## config.mk

```make
export PLATFORM = sky130hd
export DESIGN_NAME = oldest_complete_run_planner_flat
export DESIGN_NICKNAME = d
export VERILOG_FILES = /design/src/ocrp_pkg.sv /design/src/ocrp_if.sv /design/src/ocrp_ram.sv /design/src/ocrp_seq.sv /design/src/oldest_complete_run_planner.sv /design/src/flat_wrapper.sv
export SDC_FILE = /design/constraint.sdc
export NUM_CORES = 2
export LEC_CHECK = 0
export ABC_AREA = 1
export BUFFER_PORTS_ARGS = -buffer_cell sky130_fd_sc_hd__buf_2
export CORE_MARGIN = 1
export CORE_UTILIZATION = 45
export CTS_CLUSTER_SIZE = 24
export DETAILED_ROUTE_END_ITERATION = 16
export PLACE_DENSITY = 0.67
export SETUP_SLACK_MARGIN = 0.5
export SYNTH_ARGS = -nofsm -noshare
export SYNTH_HDL_FRONTEND = slang
export SYNTH_SLANG_ARGS = --single-unit
```

## constraint.sdc

```tcl
create_clock -name clk -period 8.45 [get_ports clk]
set_input_delay 1.2675 -clock clk [delete_from_list [all_inputs] [get_ports clk]]
set_output_delay 1.2675 -clock clk [all_outputs]
set_load 0.01 [all_outputs]
```

## src/ocrp_pkg.sv

```systemverilog
// ----------------------------------------------------------------------------
// ocrp_pkg
// Shared types and constants of the oldest complete run planner.
// ----------------------------------------------------------------------------
`default_nettype none

package ocrp_pkg;

  localparam int ID_W         = 32;
  localparam int REASON_W     = 8;
  localparam int OP_W         = 2;
  localparam int STATUS_W     = 2;
  localparam int CFG_AW       = 1;
  localparam int CFG_DW       = 8;
  localparam int RESULT_LIMIT = 32;
  localparam int CHAIN_AW     = 5;
  localparam int CHAIN_CW     = 6;

  typedef enum logic [OP_W-1:0] {
    OP_CLEAR     = 2'd0,
    OP_ADD_SEG   = 2'd1,
    OP_ADD_GUARD = 2'd2,
    OP_PLAN      = 2'd3
  } op_t;

  typedef enum logic [STATUS_W-1:0] {
    ST_FOUND   = 2'd0,
    ST_INVALID = 2'd1,
    ST_NONE    = 2'd2
  } status_t;

  localparam logic [CFG_AW-1:0] CFG_IDX_INTERRUPTED = 1'b0;
  localparam logic [CFG_AW-1:0] CFG_IDX_LAST_VALID  = 1'b1;

  localparam logic [REASON_W-1:0] CFG_RST_INTERRUPTED = 8'd1;
  localparam logic [REASON_W-1:0] CFG_RST_LAST_VALID  = 8'd2;

  typedef struct packed {
    logic [ID_W-1:0]     id;
    logic [ID_W-1:0]     parent;
    logic [REASON_W-1:0] reason;
  } seg_entry_t;

  localparam int SEG_W = $bits(seg_entry_t);

  typedef struct packed {
    logic [REASON_W-1:0] interrupted_code;
    logic [REASON_W-1:0] last_valid_reason;
  } cfg_t;

endpackage

`default_nettype wire

```

## src/ocrp_if.sv

```systemverilog
// ----------------------------------------------------------------------------
// ocrp_if
// Valid/ready channels carrying request words and result words.
// ----------------------------------------------------------------------------
`default_nettype none

interface ocrp_in_if;
  import ocrp_pkg::*;
  logic                valid;
  logic                ready;
  logic [OP_W-1:0]     op;
  logic [ID_W-1:0]     segment_id;
  logic [ID_W-1:0]     parent_id;
  logic [REASON_W-1:0] finish_reason;
  logic [ID_W-1:0]     protected_id;

  modport source (output valid, op, segment_id, parent_id, finish_reason, protected_id,
                  input ready);
  modport sink   (input valid, op, segment_id, parent_id, finish_reason, protected_id,
                  output ready);
endinterface

interface ocrp_out_if;
  import ocrp_pkg::*;
  logic                valid;
  logic                ready;
  logic [STATUS_W-1:0] status;
  logic [ID_W-1:0]     root_id;
  logic [ID_W-1:0]     session_id;
  logic                last;

  modport source (output valid, status, root_id, session_id, last, input ready);
  modport sink   (input valid, status, root_id, session_id, last, output ready);
endinterface

`default_nettype wire

```

## src/ocrp_ram.sv

```systemverilog
// ----------------------------------------------------------------------------
// ocrp_ram
// Simple dual-port RAM, one write and one registered read per cycle.
// ----------------------------------------------------------------------------
`default_nettype none

module ocrp_ram #(
  parameter int WIDTH = 32,
  parameter int DEPTH = 32,
  parameter int AW    = 5
) (
  input  wire logic             clk,
  input  wire logic             we,
  input  wire logic [AW-1:0]    waddr,
  input  wire logic [WIDTH-1:0] wdata,
  input  wire logic [AW-1:0]    raddr,
  output logic      [WIDTH-1:0] rdata
);

  logic [WIDTH-1:0] mem_r [DEPTH];
  logic [WIDTH-1:0] rdata_r;

  always_ff @(posedge clk) begin
    if (we) begin
      mem_r[waddr] <= wdata;
    end
    rdata_r <= mem_r[raddr];
  end

  assign rdata = rdata_r;

endmodule

`default_nettype wire

```

## src/ocrp_seq.sv

```systemverilog
// ----------------------------------------------------------------------------
// ocrp_seq
// Sequencer: catalog loads, validation scans, chain walks and result output.
// ----------------------------------------------------------------------------
`default_nettype none

module ocrp_seq #(
  parameter int MAX_SEGMENTS  = 32,
  parameter int MAX_PROTECTED = 8
) (
  input  wire logic                  clk,
  input  wire logic                  rst_n,
  ocrp_in_if.sink                    in_ch,
  ocrp_out_if.source                 out_ch,
  input  wire ocrp_pkg::cfg_t        cfg,
  output logic                       seg_we,
  output logic [((MAX_SEGMENTS > 1) ? $clog2(MAX_SEGMENTS) : 1)-1:0] seg_waddr,
  output ocrp_pkg::seg_entry_t       seg_wdata,
  output logic [((MAX_SEGMENTS > 1) ? $clog2(MAX_SEGMENTS) : 1)-1:0] seg_raddr,
  input  wire ocrp_pkg::seg_entry_t  seg_rdata,
  output logic                       grd_we,
  output logic [((MAX_PROTECTED > 1) ? $clog2(MAX_PROTECTED) : 1)-1:0] grd_waddr,
  output logic [ocrp_pkg::ID_W-1:0]  grd_wdata,
  output logic [((MAX_PROTECTED > 1) ? $clog2(MAX_PROTECTED) : 1)-1:0] grd_raddr,
  input  wire logic [ocrp_pkg::ID_W-1:0] grd_rdata,
  output logic                       chn_we,
  output logic [ocrp_pkg::CHAIN_AW-1:0] chn_waddr,
  output logic [ocrp_pkg::ID_W-1:0]  chn_wdata,
  output logic [ocrp_pkg::CHAIN_AW-1:0] chn_raddr,
  input  wire logic [ocrp_pkg::ID_W-1:0] chn_rdata
);
  import ocrp_pkg::*;

  localparam int SIW = (MAX_SEGMENTS > 1) ? $clog2(MAX_SEGMENTS) : 1;
  localparam int SCW = $clog2(MAX_SEGMENTS + 1);
  localparam int GIW = (MAX_PROTECTED > 1) ? $clog2(MAX_PROTECTED) : 1;
  localparam int GCW = $clog2(MAX_PROTECTED + 1);

  typedef enum logic [17:0] {
    S_IDLE  = 18'h00001,
    S_V_RDI = 18'h00002,
    S_V_LDI = 18'h00004,
    S_V_RDJ = 18'h00008,
    S_V_CHK = 18'h00010,
    S_V_END = 18'h00020,
    S_R_RDI = 18'h00040,
    S_R_LDI = 18'h00080,
    S_G_RD  = 18'h00100,
    S_G_CHK = 18'h00200,
    S_C_RD  = 18'h00400,
    S_C_CHK = 18'h00800,
    S_R_NXT = 18'h01000,
    S_E_RD  = 18'h02000,
    S_E_CHK = 18'h04000,
    S_O_RD  = 18'h08000,
    S_O_OUT = 18'h10000,
    S_FAIL  = 18'h20000
  } state_t;

  state_t                state_r, state_nxt;
  logic [SCW-1:0]        seg_cnt_r, seg_cnt_nxt;
  logic [GCW-1:0]        grd_cnt_r, grd_cnt_nxt;
  logic                  ovf_r, ovf_nxt;
  logic [SCW-1:0]        i_r, i_nxt;
  logic [SCW-1:0]        j_r, j_nxt;
  logic [GCW-1:0]        k_r, k_nxt;
  logic [ID_W-1:0]       a_id_r, a_id_nxt;
  logic [ID_W-1:0]       a_par_r, a_par_nxt;
  logic [ID_W-1:0]       root_id_r, root_id_nxt;
  logic [ID_W-1:0]       best_id_r, best_id_nxt;
  logic                  fnd_r, fnd_nxt;
  logic                  hit_r, hit_nxt;
  logic                  kid_r, kid_nxt;
  logic                  bad_r, bad_nxt;
  logic [CHAIN_CW-1:0]   n_r, n_nxt;
  logic [CHAIN_AW-1:0]   e_r, e_nxt;
  status_t               fail_r, fail_nxt;
  logic                  out_valid_r, out_valid_nxt;
  status_t               out_status_r, out_status_nxt;
  logic [ID_W-1:0]       out_root_r, out_root_nxt;
  logic [ID_W-1:0]       out_sess_r, out_sess_nxt;
  logic                  out_last_r, out_last_nxt;
  logic                  can_load;
  logic                  j_end, i_end, k_end;

  assign can_load = !out_valid_r || out_ch.ready;
  assign j_end    = (j_r + SCW'(1)) == seg_cnt_r;
  assign i_end    = (i_r + SCW'(1)) == seg_cnt_r;
  assign k_end    = (k_r + GCW'(1)) == grd_cnt_r;

  assign in_ch.ready = (state_r == S_IDLE);

  assign seg_waddr = seg_cnt_r[SIW-1:0];
  assign seg_wdata = '{id: in_ch.segment_id, parent: in_ch.parent_id,
                       reason: in_ch.finish_reason};
  assign grd_waddr = grd_cnt_r[GIW-1:0];
  assign grd_wdata = in_ch.protected_id;
  assign grd_raddr = k_r[GIW-1:0];
  assign chn_raddr = e_r;

  always_comb begin
    state_nxt      = state_r;
    seg_cnt_nxt    = seg_cnt_r;
    grd_cnt_nxt    = grd_cnt_r;
    ovf_nxt        = ovf_r;
    i_nxt          = i_r;
    j_nxt          = j_r;
    k_nxt          = k_r;
    a_id_nxt       = a_id_r;
    a_par_nxt      = a_par_r;
    root_id_nxt    = root_id_r;
    best_id_nxt    = best_id_r;
    fnd_nxt        = fnd_r;
    hit_nxt        = hit_r;
    kid_nxt        = kid_r;
    bad_nxt        = bad_r;
    n_nxt          = n_r;
    e_nxt          = e_r;
    fail_nxt       = fail_r;
    out_valid_nxt  = out_valid_r && !out_ch.ready;
    out_status_nxt = out_status_r;
    out_root_nxt   = out_root_r;
    out_sess_nxt   = out_sess_r;
    out_last_nxt   = out_last_r;
    seg_we         = 1'b0;
    grd_we         = 1'b0;
    seg_raddr      = i_r[SIW-1:0];
    chn_we         = 1'b0;
    chn_waddr      = n_r[CHAIN_AW-1:0];
    chn_wdata      = seg_rdata.id;

    unique case (state_r)
      S_IDLE: begin
        if (in_ch.valid) begin
          unique case (op_t'(in_ch.op))
            OP_CLEAR: begin
              seg_cnt_nxt = '0;
              grd_cnt_nxt = '0;
              ovf_nxt     = 1'b0;
            end
            OP_ADD_SEG: begin
              if (seg_cnt_r < SCW'(MAX_SEGMENTS)) begin
                seg_we      = 1'b1;
                seg_cnt_nxt = seg_cnt_r + SCW'(1);
              end else begin
                ovf_nxt = 1'b1;
              end
            end
            OP_ADD_GUARD: begin
              if (grd_cnt_r < GCW'(MAX_PROTECTED)) begin
                grd_we      = 1'b1;
                grd_cnt_nxt = grd_cnt_r + GCW'(1);
              end else begin
                ovf_nxt = 1'b1;
              end
            end
            default: begin
              if (ovf_r || seg_cnt_r == '0) begin
                fail_nxt  = ST_INVALID;
                state_nxt = S_FAIL;
              end else begin
                i_nxt     = '0;
                state_nxt = S_V_RDI;
              end
            end
          endcase
        end
      end
      S_V_RDI: state_nxt = S_V_LDI;
      S_V_LDI: begin
        if (seg_rdata.id == '0 || seg_rdata.reason > cfg.last_valid_reason) begin
          fail_nxt  = ST_INVALID;
          state_nxt = S_FAIL;
        end else begin
          a_id_nxt  = seg_rdata.id;
          a_par_nxt = seg_rdata.parent;
          j_nxt     = '0;
          hit_nxt   = 1'b0;
          kid_nxt   = 1'b0;
          state_nxt = S_V_RDJ;
        end
      end
      S_V_RDJ: begin
        seg_raddr = j_r[SIW-1:0];
        state_nxt = S_V_CHK;
      end
      S_V_CHK: begin
        if ((j_r > i_r && seg_rdata.id == a_id_r) ||
            (seg_rdata.parent == a_id_r && kid_r)) begin
          fail_nxt  = ST_INVALID;
          state_nxt = S_FAIL;
        end else begin
          if (seg_rdata.id == a_par_r) hit_nxt = 1'b1;
          if (seg_rdata.parent == a_id_r) kid_nxt = 1'b1;
          if (j_end) begin
            state_nxt = S_V_END;
          end else begin
            j_nxt     = j_r + SCW'(1);
            state_nxt = S_V_RDJ;
          end
        end
      end
      S_V_END: begin
        if (a_par_r != '0 && (a_par_r >= a_id_r || !hit_r)) begin
          fail_nxt  = ST_INVALID;
          state_nxt = S_FAIL;
        end else if (i_end) begin
          i_nxt     = '0;
          fnd_nxt   = 1'b0;
          state_nxt = S_R_RDI;
        end else begin
          i_nxt     = i_r + SCW'(1);
          state_nxt = S_V_RDI;
        end
      end
      S_R_RDI: state_nxt = S_R_LDI;
      S_R_LDI: begin
        if (seg_rdata.parent != '0) begin
          state_nxt = S_R_NXT;
        end else begin
          a_id_nxt    = seg_rdata.id;
          root_id_nxt = seg_rdata.id;
          bad_nxt     = (seg_rdata.reason == cfg.interrupted_code);
          k_nxt       = '0;
          j_nxt       = '0;
          state_nxt   = (grd_cnt_r == '0) ? S_C_RD : S_G_RD;
        end
      end
      S_G_RD: state_nxt = S_G_CHK;
      S_G_CHK: begin
        if (grd_rdata == a_id_r) bad_nxt = 1'b1;
        if (k_end) begin
          j_nxt     = '0;
          state_nxt = S_C_RD;
        end else begin
          k_nxt     = k_r + GCW'(1);
          state_nxt = S_G_RD;
        end
      end
      S_C_RD: begin
        seg_raddr = j_r[SIW-1:0];
        state_nxt = S_C_CHK;
      end
      S_C_CHK: begin
        if (seg_rdata.parent == a_id_r) begin
          a_id_nxt  = seg_rdata.id;
          bad_nxt   = bad_r || (seg_rdata.reason == cfg.interrupted_code);
          k_nxt     = '0;
          j_nxt     = '0;
          state_nxt = (grd_cnt_r == '0) ? S_C_RD : S_G_RD;
        end else if (j_end) begin
          if (!bad_r && (!fnd_r || root_id_r < best_id_r)) begin
            best_id_nxt = root_id_r;
            fnd_nxt     = 1'b1;
          end
          state_nxt = S_R_NXT;
        end else begin
          j_nxt     = j_r + SCW'(1);
          state_nxt = S_C_RD;
        end
      end
      S_R_NXT: begin
        if (!i_end) begin
          i_nxt     = i_r + SCW'(1);
          state_nxt = S_R_RDI;
        end else if (!fnd_r) begin
          fail_nxt  = ST_NONE;
          state_nxt = S_FAIL;
        end else begin
          chn_we    = 1'b1;
          chn_waddr = '0;
          chn_wdata = best_id_r;
          n_nxt     = CHAIN_CW'(1);
          a_id_nxt  = best_id_r;
          j_nxt     = '0;
          state_nxt = S_E_RD;
        end
      end
      S_E_RD: begin
        seg_raddr = j_r[SIW-1:0];
        state_nxt = S_E_CHK;
      end
      S_E_CHK: begin
        if (seg_rdata.parent == a_id_r) begin
          if (n_r == CHAIN_CW'(RESULT_LIMIT)) begin
            fail_nxt  = ST_INVALID;
            state_nxt = S_FAIL;
          end else begin
            chn_we    = 1'b1;
            n_nxt     = n_r + CHAIN_CW'(1);
            a_id_nxt  = seg_rdata.id;
            j_nxt     = '0;
            state_nxt = S_E_RD;
          end
        end else if (j_end) begin
          e_nxt     = CHAIN_AW'(n_r - CHAIN_CW'(1));
          state_nxt = S_O_RD;
        end else begin
          j_nxt     = j_r + SCW'(1);
          state_nxt = S_E_RD;
        end
      end
      S_O_RD: state_nxt = S_O_OUT;
      S_O_OUT: begin
        if (can_load) begin
          out_valid_nxt  = 1'b1;
          out_status_nxt = ST_FOUND;
          out_root_nxt   = best_id_r;
          out_sess_nxt   = chn_rdata;
          out_last_nxt   = (e_r == '0);
          if (e_r == '0) begin
            state_nxt = S_IDLE;
          end else begin
            e_nxt     = e_r - CHAIN_AW'(1);
            state_nxt = S_O_RD;
          end
        end
      end
      S_FAIL: begin
        if (can_load) begin
          out_valid_nxt  = 1'b1;
          out_status_nxt = fail_r;
          out_root_nxt   = '0;
          out_sess_nxt   = '0;
          out_last_nxt   = 1'b1;
          state_nxt      = S_IDLE;
        end
      end
      default: state_nxt = S_IDLE;
    endcase
  end

  always_ff @(posedge clk) begin
    if (!rst_n) begin
      state_r     <= S_IDLE;
      seg_cnt_r   <= '0;
      grd_cnt_r   <= '0;
      ovf_r       <= 1'b0;
      out_valid_r <= 1'b0;
    end else begin
      state_r     <= state_nxt;
      seg_cnt_r   <= seg_cnt_nxt;
      grd_cnt_r   <= grd_cnt_nxt;
      ovf_r       <= ovf_nxt;
      out_valid_r <= out_valid_nxt;
    end
  end

  always_ff @(posedge clk) begin
    i_r          <= i_nxt;
    j_r          <= j_nxt;
    k_r          <= k_nxt;
    a_id_r       <= a_id_nxt;
    a_par_r      <= a_par_nxt;
    root_id_r    <= root_id_nxt;
    best_id_r    <= best_id_nxt;
    fnd_r        <= fnd_nxt;
    hit_r        <= hit_nxt;
    kid_r        <= kid_nxt;
    bad_r        <= bad_nxt;
    n_r          <= n_nxt;
    e_r          <= e_nxt;
    fail_r       <= fail_nxt;
    out_status_r <= out_status_nxt;
    out_root_r   <= out_root_nxt;
    out_sess_r   <= out_sess_nxt;
    out_last_r   <= out_last_nxt;
  end

  assign out_ch.valid      = out_valid_r;
  assign out_ch.status     = out_status_r;
  assign out_ch.root_id    = out_root_r;
  assign out_ch.session_id = out_sess_r;
  assign out_ch.last       = out_last_r;

endmodule

`default_nettype wire

```

## src/oldest_complete_run_planner.sv

```systemverilog
// ----------------------------------------------------------------------------
// oldest_complete_run_planner
// Segment catalog with a planner that selects the oldest complete run.
//
// in_ch carries request words: clear, add segment, add protected id, plan.
// Clear and add words are taken while idle, so loads stream at one per cycle.
// A plan word walks the segment RAM through a single read port: it first
// validates every segment, then walks the chain of each root and checks
// its segments against the protected ids, then fetches the chain of the
// chosen root and emits its words. in_ch.ready stays low from the plan
// word until its last result word is loaded.
// out_ch carries result words newest first, root last, last set on the
// final word; a failure gives a single status word. A registered output
// stage holds the word while out_ch.ready is low and the sequencer waits.
// Reset empties the catalog and the protected list, clears the overflow
// flag and loads the reset register values; RAM contents are not cleared.
// cfg_we writes cfg_wdata into register cfg_addr.
// ----------------------------------------------------------------------------
`default_nettype none

module oldest_complete_run_planner #(
  parameter int MAX_SEGMENTS  = 32,
  parameter int MAX_PROTECTED = 8
) (
  input  wire logic                          clk,
  input  wire logic                          rst_n,
  ocrp_in_if.sink                            in_ch,
  ocrp_out_if.source                         out_ch,
  input  wire logic                          cfg_we,
  input  wire logic [ocrp_pkg::CFG_AW-1:0]   cfg_addr,
  input  wire logic [ocrp_pkg::CFG_DW-1:0]   cfg_wdata
);
  import ocrp_pkg::*;

  localparam int SIW = (MAX_SEGMENTS > 1) ? $clog2(MAX_SEGMENTS) : 1;
  localparam int GIW = (MAX_PROTECTED > 1) ? $clog2(MAX_PROTECTED) : 1;

  cfg_t                cfg_r;
  logic                seg_we;
  logic [SIW-1:0]      seg_waddr;
  logic [SIW-1:0]      seg_raddr;
  seg_entry_t          seg_wdata;
  seg_entry_t          seg_rdata;
  logic                grd_we;
  logic [GIW-1:0]      grd_waddr;
  logic [GIW-1:0]      grd_raddr;
  logic [ID_W-1:0]     grd_wdata;
  logic [ID_W-1:0]     grd_rdata;
  logic                chn_we;
  logic [CHAIN_AW-1:0] chn_waddr;
  logic [CHAIN_AW-1:0] chn_raddr;
  logic [ID_W-1:0]     chn_wdata;
  logic [ID_W-1:0]     chn_rdata;

  always_ff @(posedge clk) begin
    if (!rst_n) begin
      cfg_r.interrupted_code  <= CFG_RST_INTERRUPTED;
      cfg_r.last_valid_reason <= CFG_RST_LAST_VALID;
    end else if (cfg_we) begin
      unique case (cfg_addr)
        CFG_IDX_INTERRUPTED: cfg_r.interrupted_code  <= cfg_wdata;
        CFG_IDX_LAST_VALID:  cfg_r.last_valid_reason <= cfg_wdata;
        default: ;
      endcase
    end
  end

  ocrp_ram #(.WIDTH(SEG_W), .DEPTH(MAX_SEGMENTS), .AW(SIW)) u_seg_ram (
    .clk   (clk),
    .we    (seg_we),
    .waddr (seg_waddr),
    .wdata (seg_wdata),
    .raddr (seg_raddr),
    .rdata (seg_rdata)
  );

  ocrp_ram #(.WIDTH(ID_W), .DEPTH(MAX_PROTECTED), .AW(GIW)) u_grd_ram (
    .clk   (clk),
    .we    (grd_we),
    .waddr (grd_waddr),
    .wdata (grd_wdata),
    .raddr (grd_raddr),
    .rdata (grd_rdata)
  );

  ocrp_ram #(.WIDTH(ID_W), .DEPTH(RESULT_LIMIT), .AW(CHAIN_AW)) u_chn_ram (
    .clk   (clk),
    .we    (chn_we),
    .waddr (chn_waddr),
    .wdata (chn_wdata),
    .raddr (chn_raddr),
    .rdata (chn_rdata)
  );

  ocrp_seq #(.MAX_SEGMENTS(MAX_SEGMENTS), .MAX_PROTECTED(MAX_PROTECTED)) u_seq (
    .clk       (clk),
    .rst_n     (rst_n),
    .in_ch     (in_ch),
    .out_ch    (out_ch),
    .cfg       (cfg_r),
    .seg_we    (seg_we),
    .seg_waddr (seg_waddr),
    .seg_wdata (seg_wdata),
    .seg_raddr (seg_raddr),
    .seg_rdata (seg_rdata),
    .grd_we    (grd_we),
    .grd_waddr (grd_waddr),
    .grd_wdata (grd_wdata),
    .grd_raddr (grd_raddr),
    .grd_rdata (grd_rdata),
    .chn_we    (chn_we),
    .chn_waddr (chn_waddr),
    .chn_wdata (chn_wdata),
    .chn_raddr (chn_raddr),
    .chn_rdata (chn_rdata)
  );

endmodule

`default_nettype wire

```

## src/flat_wrapper.sv

```systemverilog
// flat-port wrapper written by rule: the top's interface ports become plain ports
module oldest_complete_run_planner_flat import ocrp_pkg::*;
#(
  parameter int MAX_SEGMENTS  = 32,
  parameter int MAX_PROTECTED = 8
)
  (clk, rst_n, cfg_we, cfg_addr, cfg_wdata, in_ch_valid, in_ch_op, in_ch_segment_id, in_ch_parent_id, in_ch_finish_reason, in_ch_protected_id, in_ch_ready, out_ch_valid, out_ch_status, out_ch_root_id, out_ch_session_id, out_ch_last, out_ch_ready);
  ocrp_in_if in_ch_i ();
  ocrp_out_if out_ch_i ();
  input  wire logic clk;
  input  wire logic rst_n;
  input  wire logic cfg_we;
  input  wire logic [ocrp_pkg::CFG_AW-1:0] cfg_addr;
  input  wire logic [ocrp_pkg::CFG_DW-1:0] cfg_wdata;
  input wire logic [$bits(in_ch_i.valid)-1:0] in_ch_valid;
  input wire logic [$bits(in_ch_i.op)-1:0] in_ch_op;
  input wire logic [$bits(in_ch_i.segment_id)-1:0] in_ch_segment_id;
  input wire logic [$bits(in_ch_i.parent_id)-1:0] in_ch_parent_id;
  input wire logic [$bits(in_ch_i.finish_reason)-1:0] in_ch_finish_reason;
  input wire logic [$bits(in_ch_i.protected_id)-1:0] in_ch_protected_id;
  output wire logic [$bits(in_ch_i.ready)-1:0] in_ch_ready;
  output wire logic [$bits(out_ch_i.valid)-1:0] out_ch_valid;
  output wire logic [$bits(out_ch_i.status)-1:0] out_ch_status;
  output wire logic [$bits(out_ch_i.root_id)-1:0] out_ch_root_id;
  output wire logic [$bits(out_ch_i.session_id)-1:0] out_ch_session_id;
  output wire logic [$bits(out_ch_i.last)-1:0] out_ch_last;
  input wire logic [$bits(out_ch_i.ready)-1:0] out_ch_ready;
  assign in_ch_i.valid = in_ch_valid;
  assign in_ch_i.op = in_ch_op;
  assign in_ch_i.segment_id = in_ch_segment_id;
  assign in_ch_i.parent_id = in_ch_parent_id;
  assign in_ch_i.finish_reason = in_ch_finish_reason;
  assign in_ch_i.protected_id = in_ch_protected_id;
  assign in_ch_ready = in_ch_i.ready;
  assign out_ch_valid = out_ch_i.valid;
  assign out_ch_status = out_ch_i.status;
  assign out_ch_root_id = out_ch_i.root_id;
  assign out_ch_session_id = out_ch_i.session_id;
  assign out_ch_last = out_ch_i.last;
  assign out_ch_i.ready = out_ch_ready;
  oldest_complete_run_planner #(.MAX_SEGMENTS(MAX_SEGMENTS), .MAX_PROTECTED(MAX_PROTECTED)) u_core (.clk(clk), .rst_n(rst_n), .in_ch(in_ch_i), .out_ch(out_ch_i), .cfg_we(cfg_we), .cfg_addr(cfg_addr), .cfg_wdata(cfg_wdata));
endmodule
```

---- Word-level counts from Yosys, hierarchy flattened ----
Memory sizes are Yosys's and may differ from the RTL's. A register that Yosys moved wholly into a read port is not among the register bits.
Index checks and enable logic that the tools add are counted.
operators by class
  $lt $le $gt $ge ......................... 6
  reductions and logical operators ........ 61
  bitwise logic cells ..................... 4
  multiplexer cells ....................... 136
  eq/ne operators ......................... 67
  add/subtract/negate cells ............... 8
operators by type and width
  operator              number
  $mux 32               13
  $pmux 18 s18          1
  $mux 18               12
  $pmux 32 s5           1
  $mux 6                22
  $eq 32x32->1          4
  $pmux 32 s2           2
  $ne 2x2->1 const B    36
  $reduce_bool 32->1    2
  $pmux 6 s7            1
  $mux 5                8
  $mux 13               3
  $mux 1                37
  $ge 32x32->1          1
  $logic_not 32->1      1
  $lt 32x32->1          1
  $mux 16               2
  $reduce_and 4->1      8
  $add 6x1->6 const B   4
  $mux 2                12
  $pmux 6 s2            2
  $mux 11               2
  $eq 18x1->1 const B   1
  $eq 18x10->1 const B  1
  other kinds (61)      105
word-level totals
  input port bits ......................... 120
  bits in registers ....................... 274
  memories ................................ 3
  RAM bits ................................ 3584
memories
  name                    words  bits a word  read ports  clocked after Yosys merged registers in  write ports  line            source
  u_core.u_seg_ram.mem_r  32     72           1           1                                        1            ocrp_ram.sv:20  logic [WIDTH-1:0] mem_r [DEPTH];
  u_core.u_chn_ram.mem_r  32     32           1           1                                        1            ocrp_ram.sv:20
  u_core.u_grd_ram.mem_r  8      32           1           1                                        1            ocrp_ram.sv:20

---- Depth between registers and ports, before layout ----
  word-level depth ........................ 7
  mapped depth ............................ 17
  gate-level depth less buffers ........... 16

---- By module ----
Synthesis repeated with hierarchy kept, for this count alone.
unflattened totals
  cell total of the unflattened synthesis .. 14171
  area, all modules ....................... 164159.9 um2
by module, submodules not included
  module                       cells an instance  times used  area an instance (um2)  seq. area each (um2)
  ocrp_ram (u_core.u_seg_ram)  7592               1           93272.0                 70627.7
  ocrp_ram (u_core.u_chn_ram)  3536               1           42405.7                 31390.1
  ocrp_seq                     1802               1           15976.6                 7447.1
  ocrp_ram (u_core.u_grd_ram)  1156               1           11872.6                 8328.0
  oldest_complete_run_planner  85                 1           633.1                   320.3

---- Worst setup path before layout ----
No wires, ideal clock.
  path type ............................... input -> register
  start point ............................. in in_ch_op[1]
  end point ............................... mem u_core.u_seg_ram.mem_r[0][0] (netlist name), enable pin
  stages on the path ...................... 8
  required time ........................... 7947 ps
  buffers on the path ..................... 0
  data arrival time ....................... 5075 ps
  setup slack ............................. 2872 ps
  cells stage by stage .................... inv_1 ha_1 inv_1 nor2_1 nand2_1 inv_1 nand2_1 nor2_1
between the ends
  cells in the longest elaborated chain, start to end .. 6
ends and longest elaborated chain
  what                          line                source
  start: declaration            flat_wrapper.sv:16  input wire logic [$bits(in_ch_i.op)-1:0] in_ch_op;
  $eq 2x1->1                    ocrp_seq.sv:135     unique case (op_t'(in_ch.op))
  $mux 1                        ocrp_seq.sv:135
  $mux 1                        ocrp_seq.sv:134     if (in_ch.valid) begin
  $mux 1                        ocrp_seq.sv:132     unique case (state_r)
  $mux 1                        ocrp_ram.sv:24      if (we) begin
  $mux 1 (not written as such)  ocrp_ram.sv:25      mem_r[waddr] <= wdata;
  end: declaration              ocrp_ram.sv:20
Every way passes these cells.

---- Worst setup path after layout ----
  start point ............................. reg u_core.u_seq.state_r[17]
  end point ............................... reg u_core.u_seg_ram.rdata_r[17] (netlist: u_core.u_seg_ram.rdata[17]), read port of u_core.u_seg_ram.mem_r
between the ends
  cells in the longest elaborated chain, start to end .. 3
  elaborated cells on any way between the ends .. 5
ends and longest elaborated chain
  what                                        line             source
  start: declaration                          ocrp_seq.sv:60   state_t state_r, state_nxt;
  start signal: assignment                    ocrp_seq.sv:341  state_r <= state_nxt;
  $eq 18x14->1, or another cell as far along  ocrp_seq.sv:132
  $reduce_or 3->1 (no source line) *          -
  $mux 5 *                                    ocrp_seq.sv:132
  end: declaration                            ocrp_ram.sv:21   logic [WIDTH-1:0] rdata_r;
Every way passes the cells marked *; elsewhere a longest branch is shown, timed or not.
A chain may end at the register's enable or synchronous reset.

==> results.md <==
Run status:
- The run finished with clean final reports.

Power and ir drop:
- The clock network fraction of design power is between 30% and 40%.
- The switching power summed over all nets is 14400 uW.
- Of the total power, registers draw approximately 48%.
- In this run, the combinational gates consume 16.8% of the power.
- In this run the static leakage power is 0.06295 uW.
- The internal power is 34750 uW.
- The power density of the placed cells is 274.0 nW/um2.
- The worst-case IR drop observed on VDD is 0.0003276 V.
- Net switching is about 30% of the power.

Worst hold path:
- The worst hold path passes through 0 cells.
- For hold timing, the worst endpoint is u_core.u_seq.best_id_r[0]$_DFFE_PP_.
- The hold path startpoint is u_core.u_seq.root_id_r[0]$_DFFE_PP_.
- The worst min-delay path class is reg -> reg.

Critical path:
- The classification of the worst setup path is reg -> reg.
- The worst setup path is captured at a flip-flop.
- Along the worst path, the maximum fanout reaches 151.
- The worst register-to-register path has a depth of 14.
- STA puts the critical path data arrival time at 6380 ps.
- The worst setup path is launched from a flip-flop.
- The setup slack on the worst flop-to-flop path is about 2800 ps.
- The data required time of the worst path is 9220 ps.
- In this run the critical register-to-register path is captured at u_core.u_seg_ram.rdata[17]$_DFF_P_.
- The launching point of the worst reg2reg path is u_core.u_seq.state_r[17]$_SDFFE_PN0P_.

Layout:
- From synthesis to final layout, the design area changed by 11.79%.
- For this run, the post-layout net count is 13270.
- The share of cells above drive strength 1 is 8.311%.

STA:
- The summed negative setup slack over all endpoints is 0 ps.
- The hold violation count in the final report is 0.
- The part of the cycle the worst path needs is 66.29%.
- At the pin with the least slew margin, the transition time is 1404 ps.
- The worst path in the final design needs a cycle of approximately 5600 ps, including I/O delays and setup.
- The final clock skew is between 80 and 90 ps.
- The highest clock frequency the design can meet is ~0.18 GHz.
- Setup repair after global routing left no endpoint under its margin.
- The setup slack of the critical path after layout is 2849 ps.
- The setup violation total in the final timing report is 0.
- The number of max-slew violations in the final report is 0.
- The headroom to the max-slew limit is 6.198%.

Synthesis:
- The flip-flop and latch count after synthesis is 3994.
- For this run, the number of Yosys warnings is 0.
- The most numerous cell in the Yosys netlist is edfxtp_1.
- The number of nets produced by synthesis is roughly 13000.
- The top cell type's share of synthesized area is 71.33%.
- Sequential elements use 73.60% of the synthesized area.
- Counting flops with an async set or reset pin after synthesis yields a share of 0%.
- In this run, synthesis inferred 3812 flip-flops with an integrated enable.
- After synthesis, the cell types taking the most area are edfxtp_1 (71%), nand3_1 (7.6%), nand2_1 (6.1%).
- Summing every instance area after synthesis gives 160500 um2.
- The count of distinct cell types in the synthesized netlist is 48.
- The prevailing post-synth register cell is edfxtp_1.
- Counting instances in the post-synthesis netlist gives the leading cell types as edfxtp_1 (3812), nand2_1 (2615), nand3_1 (2445), nor2_1 (982), o21ai_0 (784).
- The library cell occupying the most area in the post-synthesis netlist is edfxtp_1.
- Synthesis produced 13070 cells.
- A synthesized cell averages 12.28 um2.

Global route:
- The total routing usage reported by global routing is 24.89%.
- The total congestion overflow is 0.
- The number of antenna violations at the first check in global routing is 39.
- The largest net degree at the start of global routing is 213.
- The wire length of the first global-routing pass is around 670 mm.
- The number of global-route vias before repair is 99380.

Routing:
- The detailed router's first-iteration violation count is 13500.
- Summing over every cut layer, the via total after detailed routing is 105600.
- In the routed design, unresolved DRC markers number 0.
- The number of detailed-route iterations in the first pass is 7.
- The count of nets left with antenna violations once routing finished came out at 0.
- In the final routed layout, each cell accounts on average for 25.16 um.
- The routed design has 456.8 mm of wire.
- The via density per instance is 5.817.

CTS:
- The clock reaches the later pin of the worst-skew pair after a little under 1000 ps.
- In this run the post-CTS setup repair buffer count came out at 0.
- After clock tree synthesis, the clock-pin slew on the worst setup and hold paths is 60 ps.
- The clock tree from TritonCTS is built.
- After clock tree synthesis, the flow added hold-fix buffers numbering 0.
- The number of clock sinks is 3994.
- The clock passes through at most 4 buffers.
- The cell sitting at the root of the clock tree is a clkbuf_16.
- TritonCTS created 398 clock buffers.
- The number of gates resized after CTS was 0.
- CTS built an H-tree with a depth of 5.

Floorplanning:
- The total die area is 359000 um2.
- The starting density of the core is a little under half.
- The floorplan step set the die height to roughly 600 um.
- After floorplanning, the core was divided into roughly 220 placement rows.
- The die is approximately 600 um wide.
- The I/O pin count is 189.
- The floorplan core area is 353800 um2.

Place:
- The worst slack at placement is 3060 ps.
- Port buffering added 188 buffers.
- The detailed placer's ending HPWL is 250.8 mm.
- Routability-driven placement finished with a final weighted congestion of approximately 0.9.

Run:
- The max-cap violation count is 0.
-- power by group through the flow --
stage	registers, uW	clock network (uW)	logic (uW)
final	23600	17300	8250
after global routing	23500	18200	8890
after CTS	23500	17500	8140
after detailed placement	23900	0	8100
after global placement	23900	0	8030
after floorplan	23500	0	4930
-- routing by layer --
metal / vias up / share of wire [%] / global-route usage [%]
li1: 46910 / - / -
met1: 51930 / 39 / 34.11
met5: - / 0.020 / 0
met4: 16 / 4.1 / 10.02
met2: 5758 / 46 / 39.05
met3: 1000 / 10 / 4.943
-- worst max-delay path: stages (launching register included) --
cell and delay [ps]:
dfxtp_1 340, nor2_2 460, nand3_1 260, nor2_2 180, nand3_4 130, nand3_1 230
nand2_1 670, nand2_8 1000, buf_12 520, nand2_1 130, nand3_1 120, nand3_1 220
nand3_1 180, nand3_1 110, nand2_1 610
-- flip-flops by register name, summed over array words and instances (netlist names), 5 cells and up --
name / flops
u_core.u_seq.i_r: 6
u_core.u_seq.a_id_r: 32
u_core.u_seq.out_ch.session_id: 32
u_core.u_chn_ram.mem_r: 1024
u_core.u_grd_ram.mem_r: 256
u_core.u_seq.best_id_r: 32
u_core.u_grd_ram.rdata: 32
u_core.u_chn_ram.rdata: 32
u_core.u_seg_ram.mem_r: 2304
u_core.u_seq.state_r: 18
u_core.u_seq.chn_raddr: 5
u_core.u_seq.root_id_r: 32
u_core.u_seq.n_r: 6
u_core.cfg_r: 16
u_core.u_seg_ram.rdata: 72
u_core.u_seq.a_par_r: 32
u_core.u_seq.seg_cnt_r: 6
u_core.u_seq.out_ch.root_id: 32
u_core.u_seq.j_r: 6
-- through the flow --
step / power, uW / hold WS (ps) / area, um2 / cells / util, %
2_1_floorplan: 28430 / 420.8 / 160500 / 13070 / -
4_1_cts: 49130 / 440.7 / 179300 / 18120 / 50.69
5_1_grt: 50620 / 463.8 / 179400 / 18140 / 50.70
3_5_place_dp: 32030 / 428.3 / 166500 / 17380 / 47.08
6_report: 49150 / 447.0 / 179400 / 18160 / 50.72
3_3_place_gp: 31950 / 427.3 / 166500 / 17380 / 47.08
-- worst max-delay path by stage --
stage / from / end / slack (ps) / cells after the start
floorplan: in_ch_op[1] / u_core.u_seg_ram.mem_r[0][0]$_DFFE_PP_ / 2870 / 8
global placement: u_core.u_seq.state_r[17]$_SDFFE_PN0P_ / u_core.u_seg_ram.rdata[17]$_DFF_P_ / 3160 / 14
detailed placement: u_core.u_seq.state_r[17]$_SDFFE_PN0P_ / u_core.u_seg_ram.rdata[17]$_DFF_P_ / 3060 / 14
CTS: u_core.u_seq.state_r[17]$_SDFFE_PN0P_ / u_core.u_seg_ram.rdata[17]$_DFF_P_ / 3100 / 14
global route: u_core.u_seq.state_r[17]$_SDFFE_PN0P_ / u_core.u_seg_ram.rdata[17]$_DFF_P_ / 2720 / 14
finish: u_core.u_seq.state_r[17]$_SDFFE_PN0P_ / u_core.u_seg_ram.rdata[17]$_DFF_P_ / 2850 / 14
-- final cells by class --
cell class                 instances  area [um2]
clock inverter                   179        1663
sequential                      3994      118100
fill                           29700      174400
clock buffer                     561       11120
inverter                         570        2177
timing repair buffer             390        2933
tap                             4730        5918
multi-input combinational       7698       37400
antenna                           35       87.58
-- cells in the final DEF (no fill, tap or decap), types with 35 or more instances in the layout --
| cell type | n |
|---|---|
| clkbuf_8 | 40 |
| buf_12 | 38 |
| buf_4 | 164 |
| diode_2 | 35 |
| buf_2 | 188 |
| nor2_1 | 912 |
| a31oi_1 | 69 |
| clkinv_1 | 70 |
| xor2_1 | 40 |
| ha_1 | 93 |
| o22ai_1 | 85 |
| inv_1 | 552 |
| clkbuf_1 | 116 |
| o221ai_1 | 206 |
| edfxtp_1 | 3812 |
| nand3_1 | 2445 |
| clkbuf_16 | 405 |
| nand2_1 | 2614 |
| clkinv_2 | 63 |
| nand4_1 | 56 |
| o21ai_0 | 752 |
| nor2_4 | 71 |
| xnor2_1 | 83 |
| a21oi_1 | 71 |
| dfxtp_1 | 182 |
-- cells by family after synthesis --
group | synth area share, %
xor gates and xnor gates | 0.6713
AOI/OAI and AO/OA | 4.675
and+or+nand+nor | 16.73
DFF | 73.60
adders and majority gates | 0.7251
buffers and inverters | 3.605
(Power assumes the default switching activity.)
